**src/rtl/fftw_pkg.sv**
```systemverilog
// fftw_pkg: shared constants, state type and helper functions of the twiddle generator
// used by fft_twiddle_table_generator_top; depends on nothing else
`default_nettype none

package fftw_pkg;

  localparam int TABLE_SIZE = 4096;
  localparam int MAX_PASSES = 7;
  localparam int LEN_W      = $clog2(TABLE_SIZE) + 1;
  localparam int FRAC_W     = 20;
  localparam int STAGES     = 16;
  localparam int XY_W       = 34;

  localparam logic [2:0] REG_PASS_COUNT = 3'd0;
  localparam logic [2:0] REG_RADIX_1    = 3'd1;

  localparam logic signed [XY_W-1:0] CORDIC_X0 = 34'sd652032874;

  typedef enum logic [2:0] {
    ST_IDLE,
    ST_PROD,
    ST_DIV,
    ST_ROT,
    ST_EMIT
  } gen_state_t;

  function automatic logic [4:0] eff_radix(input logic [4:0] v);
    if (v < 5'd2) return 5'd2;
    if (v > 5'd16) return 5'd16;
    return v;
  endfunction

  function automatic logic [31:0] atan_turn(input logic [3:0] i);
    logic [31:0] a;
    unique case (i)
      4'd0:  a = 32'd536870912;
      4'd1:  a = 32'd316933406;
      4'd2:  a = 32'd167458907;
      4'd3:  a = 32'd85004756;
      4'd4:  a = 32'd42667331;
      4'd5:  a = 32'd21354465;
      4'd6:  a = 32'd10679838;
      4'd7:  a = 32'd5340245;
      4'd8:  a = 32'd2670163;
      4'd9:  a = 32'd1335087;
      4'd10: a = 32'd667544;
      4'd11: a = 32'd333772;
      4'd12: a = 32'd166886;
      4'd13: a = 32'd83443;
      4'd14: a = 32'd41722;
      4'd15: a = 32'd20861;
      default: a = 32'd0;
    endcase
    return a;
  endfunction

  // round to nearest, then saturate to q1.15
  function automatic logic [15:0] to_q15(input logic signed [XY_W:0] v);
    logic signed [XY_W:0] r;
    r = (v + 35'sd16384) >>> 15;
    if (r > 35'sd32767) return 16'h7fff;
    if (r < -35'sd32768) return 16'h8000;
    return r[15:0];
  endfunction

endpackage

`default_nettype wire

```
**src/rtl/fft_twiddle_table_generator_top.sv**
```systemverilog
// fft_twiddle_table_generator_top: mixed-radix fft twiddle table, one entry per request beat
// depends on fftw_pkg
//
// usage: each beat on the request channel (req_valid/req_stall, field restart)
// produces one beat on the result channel (res_valid/res_stall). restart=1 goes
// back to the first entry and emits it. radices and pass count sit in an apb
// register file (index i at byte address 4*i); the user must write them only while
// idle, and the block itself does not enforce this. per beat: radix product
// accumulation over the passes in use (1 to 7), then for a real entry restoring
// division to 20 quotient bits (one quotient bit a cycle) and cordic rotation (one
// stage a cycle), then the result is loaded into the result register. a new request
// is taken only once the previous entry has been loaded. done or overflow beats skip
// the division and the rotation. the next request is taken while a result still
// waits; work then holds in the last step until the result register frees up.
// reset restores the default radices and returns to the first entry.
`default_nettype none

module fft_twiddle_table_generator_top (
  input  wire logic        clk,
  input  wire logic        rst,
  input  wire logic        psel,
  input  wire logic        penable,
  input  wire logic        pwrite,
  input  wire logic [4:0]  paddr,
  input  wire logic [31:0] pwdata,
  output logic      [31:0] prdata,
  output logic             pready,
  input  wire logic        req_valid,
  output logic             req_stall,
  input  wire logic        restart,
  output logic             res_valid,
  input  wire logic        res_stall,
  output logic [11:0]      entry_index,
  output logic signed [15:0] cos_value,
  output logic signed [15:0] sin_value,
  output logic [2:0]       pass_number,
  output logic             last,
  output logic             done_res,
  output logic             overflow
);
  import fftw_pkg::*;

  logic [2:0] pass_count;
  logic [4:0] radix [MAX_PASSES];

  gen_state_t state, state_next;

  logic [2:0]       pass_index;
  logic [11:0]      outer_counter;
  logic [4:0]       inner_counter;
  logic [LEN_W-1:0] entry_counter;
  logic             finished;

  logic [4:0]       step;
  logic [LEN_W-1:0] prod;
  logic             sat;
  logic [LEN_W-1:0] len;
  logic [LEN_W-1:0] groups;
  logic [4:0]       rad;
  logic             is_done;
  logic             is_ovf;
  logic [LEN_W-1:0] rem;
  logic [FRAC_W-1:0] quo;
  logic signed [XY_W-1:0] x, y;
  logic signed [31:0] z;

  logic [2:0]  pc_eff;
  logic [4:0]  r_i;
  logic [LEN_W+4:0] mul;
  logic        sat_now;
  logic        prod_last;
  logic        slot_free;
  logic [LEN_W:0] rem2;

  assign pready = 1'b1;

  always_comb begin
    pc_eff = (pass_count == 3'd0) ? 3'd1 : pass_count;
    r_i = eff_radix(radix[step[2:0]]);
    mul = prod * r_i;
    sat_now = sat || (mul > (LEN_W+5)'(TABLE_SIZE));
    prod_last = (step[2:0] == pc_eff - 3'd1);
    slot_free = !res_valid || !res_stall;
    rem2 = {rem, 1'b0};
  end

  // register file
  always_ff @(posedge clk) begin
    if (rst) begin
      pass_count <= 3'd3;
      radix[0] <= 5'd16;
      radix[1] <= 5'd16;
      radix[2] <= 5'd16;
      for (int i = 3; i < MAX_PASSES; i++) radix[i] <= 5'd2;
    end else if (psel && penable && pwrite) begin
      if (paddr[4:2] == REG_PASS_COUNT) pass_count <= pwdata[2:0];
      else radix[paddr[4:2] - REG_RADIX_1] <= pwdata[4:0];
    end
  end

  always_comb begin
    if (paddr[4:2] == REG_PASS_COUNT) prdata = {29'd0, pass_count};
    else prdata = {27'd0, radix[paddr[4:2] - REG_RADIX_1]};
  end

  always_comb begin
    state_next = state;
    unique case (state)
      ST_IDLE: if (req_valid) state_next = ST_PROD;
      ST_PROD: begin
        if (prod_last) begin
          if (sat_now || finished || pass_index >= pc_eff) state_next = ST_EMIT;
          else state_next = ST_DIV;
        end
      end
      ST_DIV:  if (step == 5'(FRAC_W - 1)) state_next = ST_ROT;
      ST_ROT:  if (step[3:0] == 4'(STAGES - 1)) state_next = ST_EMIT;
      ST_EMIT: if (slot_free) state_next = ST_IDLE;
      default: state_next = ST_IDLE;
    endcase
  end

  always_comb begin
    req_stall = (state != ST_IDLE);
  end

  always_ff @(posedge clk) begin
    if (rst) state <= ST_IDLE;
    else state <= state_next;
  end

  logic signed [XY_W:0] c_full, s_full;
  logic [4:0]  j_next;
  logic [11:0] k_next;
  logic [2:0]  p_next;
  logic        fin_next;

  always_comb begin
    unique case (quo[FRAC_W-1 -: 2])
      2'd0: begin c_full = x;  s_full = y;  end
      2'd1: begin c_full = -y; s_full = x;  end
      2'd2: begin c_full = -x; s_full = -y; end
      default: begin c_full = y; s_full = -x; end
    endcase
    j_next = inner_counter + 5'd1;
    k_next = outer_counter;
    p_next = pass_index;
    fin_next = finished;
    if (j_next >= rad) begin
      j_next = 5'd1;
      k_next = outer_counter + 12'd1;
      if ({1'b0, k_next} >= groups) begin
        k_next = 12'd0;
        p_next = pass_index + 3'd1;
        if (p_next >= pc_eff) fin_next = 1'b1;
      end
    end
  end

  // datapath and sequence counters
  always_ff @(posedge clk) begin
    if (rst) begin
      pass_index <= 3'd0;
      outer_counter <= 12'd0;
      inner_counter <= 5'd1;
      entry_counter <= '0;
      finished <= 1'b0;
      res_valid <= 1'b0;
      step <= '0;
    end else begin
      if (res_valid && !res_stall && state != ST_EMIT) res_valid <= 1'b0;
      unique case (state)
        ST_IDLE: begin
          step <= '0;
          prod <= LEN_W'(1);
          sat <= 1'b0;
          groups <= LEN_W'(1);
          len <= LEN_W'(1);
          rad <= 5'd2;
          if (req_valid && restart) begin
            pass_index <= 3'd0;
            outer_counter <= 12'd0;
            inner_counter <= 5'd1;
            entry_counter <= '0;
            finished <= 1'b0;
          end
        end
        ST_PROD: begin
          sat <= sat_now;
          prod <= mul[LEN_W-1:0];
          if (step[2:0] == pass_index) begin
            groups <= prod;
            len <= mul[LEN_W-1:0];
            rad <= r_i;
          end
          if (prod_last) begin
            step <= '0;
            is_ovf <= sat_now;
            is_done <= sat_now || finished || pass_index >= pc_eff;
            if (!sat_now && pass_index >= pc_eff) finished <= 1'b1;
          end else begin
            step <= step + 5'd1;
          end
        end
        ST_DIV: begin
          if (step == 5'd0) begin
            logic [4:0]  jc;
            logic [11:0] kc;
            logic [16:0] m;
            jc = (inner_counter < 5'd1) ? 5'd1 : inner_counter;
            if (jc >= rad) jc = rad - 5'd1;
            kc = ({1'b0, outer_counter} >= groups) ? 12'(groups - LEN_W'(1)) : outer_counter;
            inner_counter <= jc;
            outer_counter <= kc;
            m = jc * kc;
            // phase below len, so the modulo drops out
            if ({m[LEN_W-1:0], 1'b0} >= {1'b0, len}) begin
              rem <= LEN_W'({m[LEN_W-1:0], 1'b0} - {1'b0, len});
              quo <= {quo[FRAC_W-2:0], 1'b1};
            end else begin
              rem <= {m[LEN_W-2:0], 1'b0};
              quo <= {quo[FRAC_W-2:0], 1'b0};
            end
          end else if (rem2 >= {1'b0, len}) begin
            rem <= LEN_W'(rem2 - {1'b0, len});
            quo <= {quo[FRAC_W-2:0], 1'b1};
          end else begin
            rem <= rem2[LEN_W-1:0];
            quo <= {quo[FRAC_W-2:0], 1'b0};
          end
          if (step == 5'(FRAC_W - 1)) begin
            step <= '0;
            x <= CORDIC_X0;
            y <= '0;
          end else begin
            step <= step + 5'd1;
          end
        end
        ST_ROT: begin
          logic signed [31:0] z_cur;
          z_cur = (step == 5'd0) ? $signed({2'b00, quo[FRAC_W-3:0], 12'd0}) : z;
          if (!z_cur[31]) begin
            x <= x - (y >>> step[3:0]);
            y <= y + (x >>> step[3:0]);
            z <= z_cur - $signed(atan_turn(step[3:0]));
          end else begin
            x <= x + (y >>> step[3:0]);
            y <= y - (x >>> step[3:0]);
            z <= z_cur + $signed(atan_turn(step[3:0]));
          end
          step <= step + 5'd1;
        end
        ST_EMIT: begin
          if (slot_free) begin
            res_valid <= 1'b1;
            done_res <= is_done;
            overflow <= is_ovf;
            if (is_done) begin
              entry_index <= '0;
              cos_value <= '0;
              sin_value <= '0;
              pass_number <= '0;
              last <= 1'b0;
            end else begin
              entry_index <= entry_counter[11:0];
              cos_value <= to_q15(c_full);
              sin_value <= to_q15(-s_full);
              pass_number <= pass_index;
              last <= fin_next;
              inner_counter <= j_next;
              outer_counter <= k_next;
              pass_index <= p_next;
              finished <= fin_next;
              entry_counter <= entry_counter + LEN_W'(1);
            end
          end
        end
        default: step <= '0;
      endcase
    end
  end

  a_ovf_done: assert property (@(posedge clk) disable iff (rst)
    res_valid && overflow |-> done_res)
    else $error("overflow beat without done flag");

  a_done_zero: assert property (@(posedge clk) disable iff (rst)
    res_valid && done_res |-> cos_value == 16'sd0 && sin_value == 16'sd0 && !last)
    else $error("done beat carries data");

  a_one_beat: assert property (@(posedge clk) disable iff (rst)
    state == ST_EMIT && slot_free |=> res_valid && state == ST_IDLE)
    else $error("result not loaded when slot was free");

endmodule

`default_nettype wire

```
**config.mk**
```make
export PLATFORM = sky130hd
export DESIGN_NAME = fft_twiddle_table_generator_top
export DESIGN_NICKNAME = d
export VERILOG_FILES = /design/src/rtl/fftw_pkg.sv /design/src/rtl/fft_twiddle_table_generator_top.sv
export SDC_FILE = /design/constraint.sdc
export NUM_CORES = 2
export LEC_CHECK = 0
export ABC_CLOCK_PERIOD_IN_PS = 8100
export BUFFER_PORTS_ARGS = -buffer_cell sky130_fd_sc_hd__buf_2
export CAP_MARGIN = 25
export CORE_MARGIN = 10
export CORE_UTILIZATION = 58
export DETAILED_ROUTE_END_ITERATION = 10
export GPL_TIMING_DRIVEN = 0
export PLACE_DENSITY = 0.78
export SLEW_MARGIN = 20
export SYNTH_ARGS = -nofsm -noshare
export SYNTH_HDL_FRONTEND = slang
export SYNTH_SLANG_ARGS = --single-unit
```
**constraint.sdc**
```tcl
create_clock -name clk -period 8.1 [get_ports clk]
set_input_delay 0.405 -clock clk [delete_from_list [all_inputs] [get_ports clk]]
set_output_delay 0.405 -clock clk [all_outputs]
set_load 0.005 [all_outputs]
```
==> results.tsv <==
metric	value	unit
Die X	261.6	um
via count	29985	
crit-path max FO	10	
EDFF count, synth	265	
CTS clk-pin slew, worst paths	60	ps
slowest stage delay, CP	540	ps
Tot Pwr	11.55	mW
HPWL after DPL	77890	um
initial antenna violation count	1	
Vias/cell	6.377	
CP required	8390	ps
Max transition margin	30.56	%
Final ANT Viol Nets	0	
CTS sink cnt	348	
Setup violations, final	0	
internal power	6.446	mW
most common cell after layout, fill and taps aside	nor2_1	
Final Wtd Congestion	1.022	
layout cells sized above 1	11.44	%
CP most frequent cell	a21oi_1	
leakage	14.95	nW
WL final	100700	um
Storage cell area	9622	um^2
sequential share of power	21.5	%
area taken by multi-input logic gates	22640	um^2
critical path launch point type	register	
max-slew violations	0	
row cnt	88	
area fraction in compound gates after synthesis	16.07	%
post-synthesis sequential area ratio	28.41	%
post-synthesis mux area share	10.57	%
number of max-cap violations	0	
Synth async-reset ratio	0	%
initial core utilization	58.58	%
YS warnings	0	
latest clock arrival within the worst-skew pair	600	ps
Psw	5.106	mW
cts bufs inserted	42	
Tcrit/Tclk final	94.36	%
fmax	0.1308	GHz
CP endpoint kind	register	
most frequent cells in the layout	nor2_1 (361), nand2_1 (333), edfxtp_1 (265), ha_1 (229), a21oi_1 (210)	
CTS tree	done	
Period minus WS final	7643	ps
worst hold path type	in2reg	
status	finished clean	
GRT Util Overall	28.82	%
kind of critical path	reg2reg	
RSZ-0062 raised after global routing	false	
Comb pwr share	61.5	%
DRC marker count from the first detailed-route iteration	2814	
synth unique cells	96	
CTS H-Tree Depth	2	
slowest stage cell on the critical path	fa_1	
Die Ht	261.6	um
Initial DRT Pass Iterations	6	
Clock Tree Root	clkbuf_16	
clk buf depth	3	
PwrDens	312.0	nW/um^2
post-synthesis cell area	33860	um^2
Hold Vio Cnt, Final	0	
DR WL/cell	21.41	um
# hold bufs at CTS	0	
post-synthesis adder-cell area fraction	12.25	%
hold_ws	62.14	ps
GR Overflow Total	0	
vias in the first global route	28887	
post-synthesis xor/xnor area fraction	8.680	%
Top FF cell, synth	edfxtp_1	
main combinational cell family by area after synthesis	simple AND/OR/NAND/NOR gates	
post-synthesis simple-gate area fraction	18.69	%
first-pass GRT wire length	157500	um
maximum number of pins on one net before global-route repair	27	
Critical Path AT	7930	ps
clock share of power	17.0	%
post-synthesis register bit count	348	
DR DRC count	0	
worst slew pin tran	1032	ps
CORE AREA	57810	um^2
Syn Area/Cell	9.044	um^2
worst ir drop on vdd	0.2045	mV
Net Sw Frac	44.20	%
Synth Instances	3744	
clk_skew	24.97	ps
Layout fillers	4796	
Die Area	68450	um^2
port buffer count	70	
Area Overhead vs Synth	9.352	%
I/O pin total	130	
Total Nets Final	4239	
-- routing by layer --
| metal | routed length (um) | GRT usage [%] |
|---|---|---|
| met5 | 10 | 0 |
| met2 | 47500 | 47.53 |
| met3 | 8676 | 4.835 |
| met1 | 39910 | 36.66 |
| met4 | 4580 | 13.23 |
-- synthesized netlist by cell type, types with 14 or more instances --
cell      count  area, um^2
a211oi_1     23       172.7
a21o_1       69       518.0
a21oi_1     211        1056
a22oi_1      20       150.1
a31oi_1      41       256.5
and2_1       76       475.5
and3_1       44       275.3
buf_1        21       78.83
buf_2        14       70.07
buf_4        35       262.8
clkbuf_1    139       521.8
dfxtp_1      83        1662
edfxtp_1    265        7958
fa_1         64        1281
ha_1        229        2865
inv_1       194       728.2
mux2_2       37       416.7
mux2i_1      76       760.7
mux4_2      102        2297
nand2_1     333        1250
nand2b_1     68       425.4
nand3_1      70       350.3
nand4_1      36       225.2
nor2_1      365        1370
nor2b_1      63       394.1
nor3_1       76       380.4
nor4_1       34       212.7
o211ai_1     28       210.2
o21a_1       37       277.8
o21ai_0     191       955.9
o21ai_1      20       100.1
o21bai_1     14       105.1
o31ai_1      25       187.7
o41ai_1      14       122.6
or2_2        33       206.5
or3_1        28       175.2
xnor2_1     196        1717
xor2_1      137        1200
-- flip-flops by register name, indices dropped and copies added, names as in the netlist, 12 cells and up, named ones only --
name	cells
radix	40
x	34
y	34
z	32
quo	20
cos_value	16
sin_value	16
groups	13
len	13
prod	13
rem	13
entry_counter	12
entry_index	12
outer_counter	12
-- cell type report --
| class | instances | area share [%] |
|---|---|---|
| flip-flops and latches | 348 | 25.99 |
| clock buffers | 55 | 3.193 |
| inverters | 196 | 1.987 |
| diodes | 2 | 0.01352 |
| well taps | 765 | 2.585 |
| clock inverters | 23 | 0.6150 |
| plain buffers | 219 | 2.909 |
| repair buffers | 89 | 1.581 |
| multi-input cells | 3005 | 61.13 |
-- cell families after synthesis --
family,after synthesis
and+or+nand+nor,1289
adders and majority gates,293
DFF,348
xor gates and xnor gates,334
muxes,219
AOI/OAI and AO/OA,842
other,2
buffers and inverters,417
-- worst max-delay path, delay by kind of cell (launching register included) --
kind                       cells  cell delay, ps
AOI/OAI and AO/OA             11            2490
xor gates and xnor gates       1             150
adders and majority gates      6            2430
buffers and inverters          4             810
DFF                            1             480
muxes                          1             230
and+or+nand+nor                7             740
-- worst paths after layout --
check,from,end,slack (ps),depth (start not counted)
worst min-delay path,pwdata[0],pass_count[0],60,2
worst max register to register,groups[0],rem[10],460,30
worst max-delay path,groups[0],rem[10],460,30
worst min register to register,quo[2],quo[3],450,0
-- through the flow --
step	cell area (um^2)	instances	TNS, ps	util, %	setup slack, ps
3_5_place_dp	35530	4620	-10570	61.47	-994.4
2_1_floorplan	33960	3770	0	-	517.8
4_1_cts	36970	4697	0	63.95	21.53
3_3_place_gp	35270	4605	-172320	61.01	-2401
6_report	37030	4702	0	64.06	457.2
5_1_grt	37020	4700	0	64.05	80.40
-- power by group through the flow --
stage	registers [mW]	clock network (mW)	logic, mW
after floorplan	2.44	0	5.50
after global placement	2.50	0	6.76
after detailed placement	2.49	0	6.96
after CTS	2.47	1.99	7.01
after global routing	2.50	2.05	7.88
final	2.48	1.96	7.11
-- timing repair --
action / in CTS / in global routing
buffers inserted: 0 / 4
gates resized for setup: 11 / 17
endpoints found under the setup margin: 19 / 22
pin swaps: 0 / 1
Note: power is estimated with default switching activity, not from simulation.
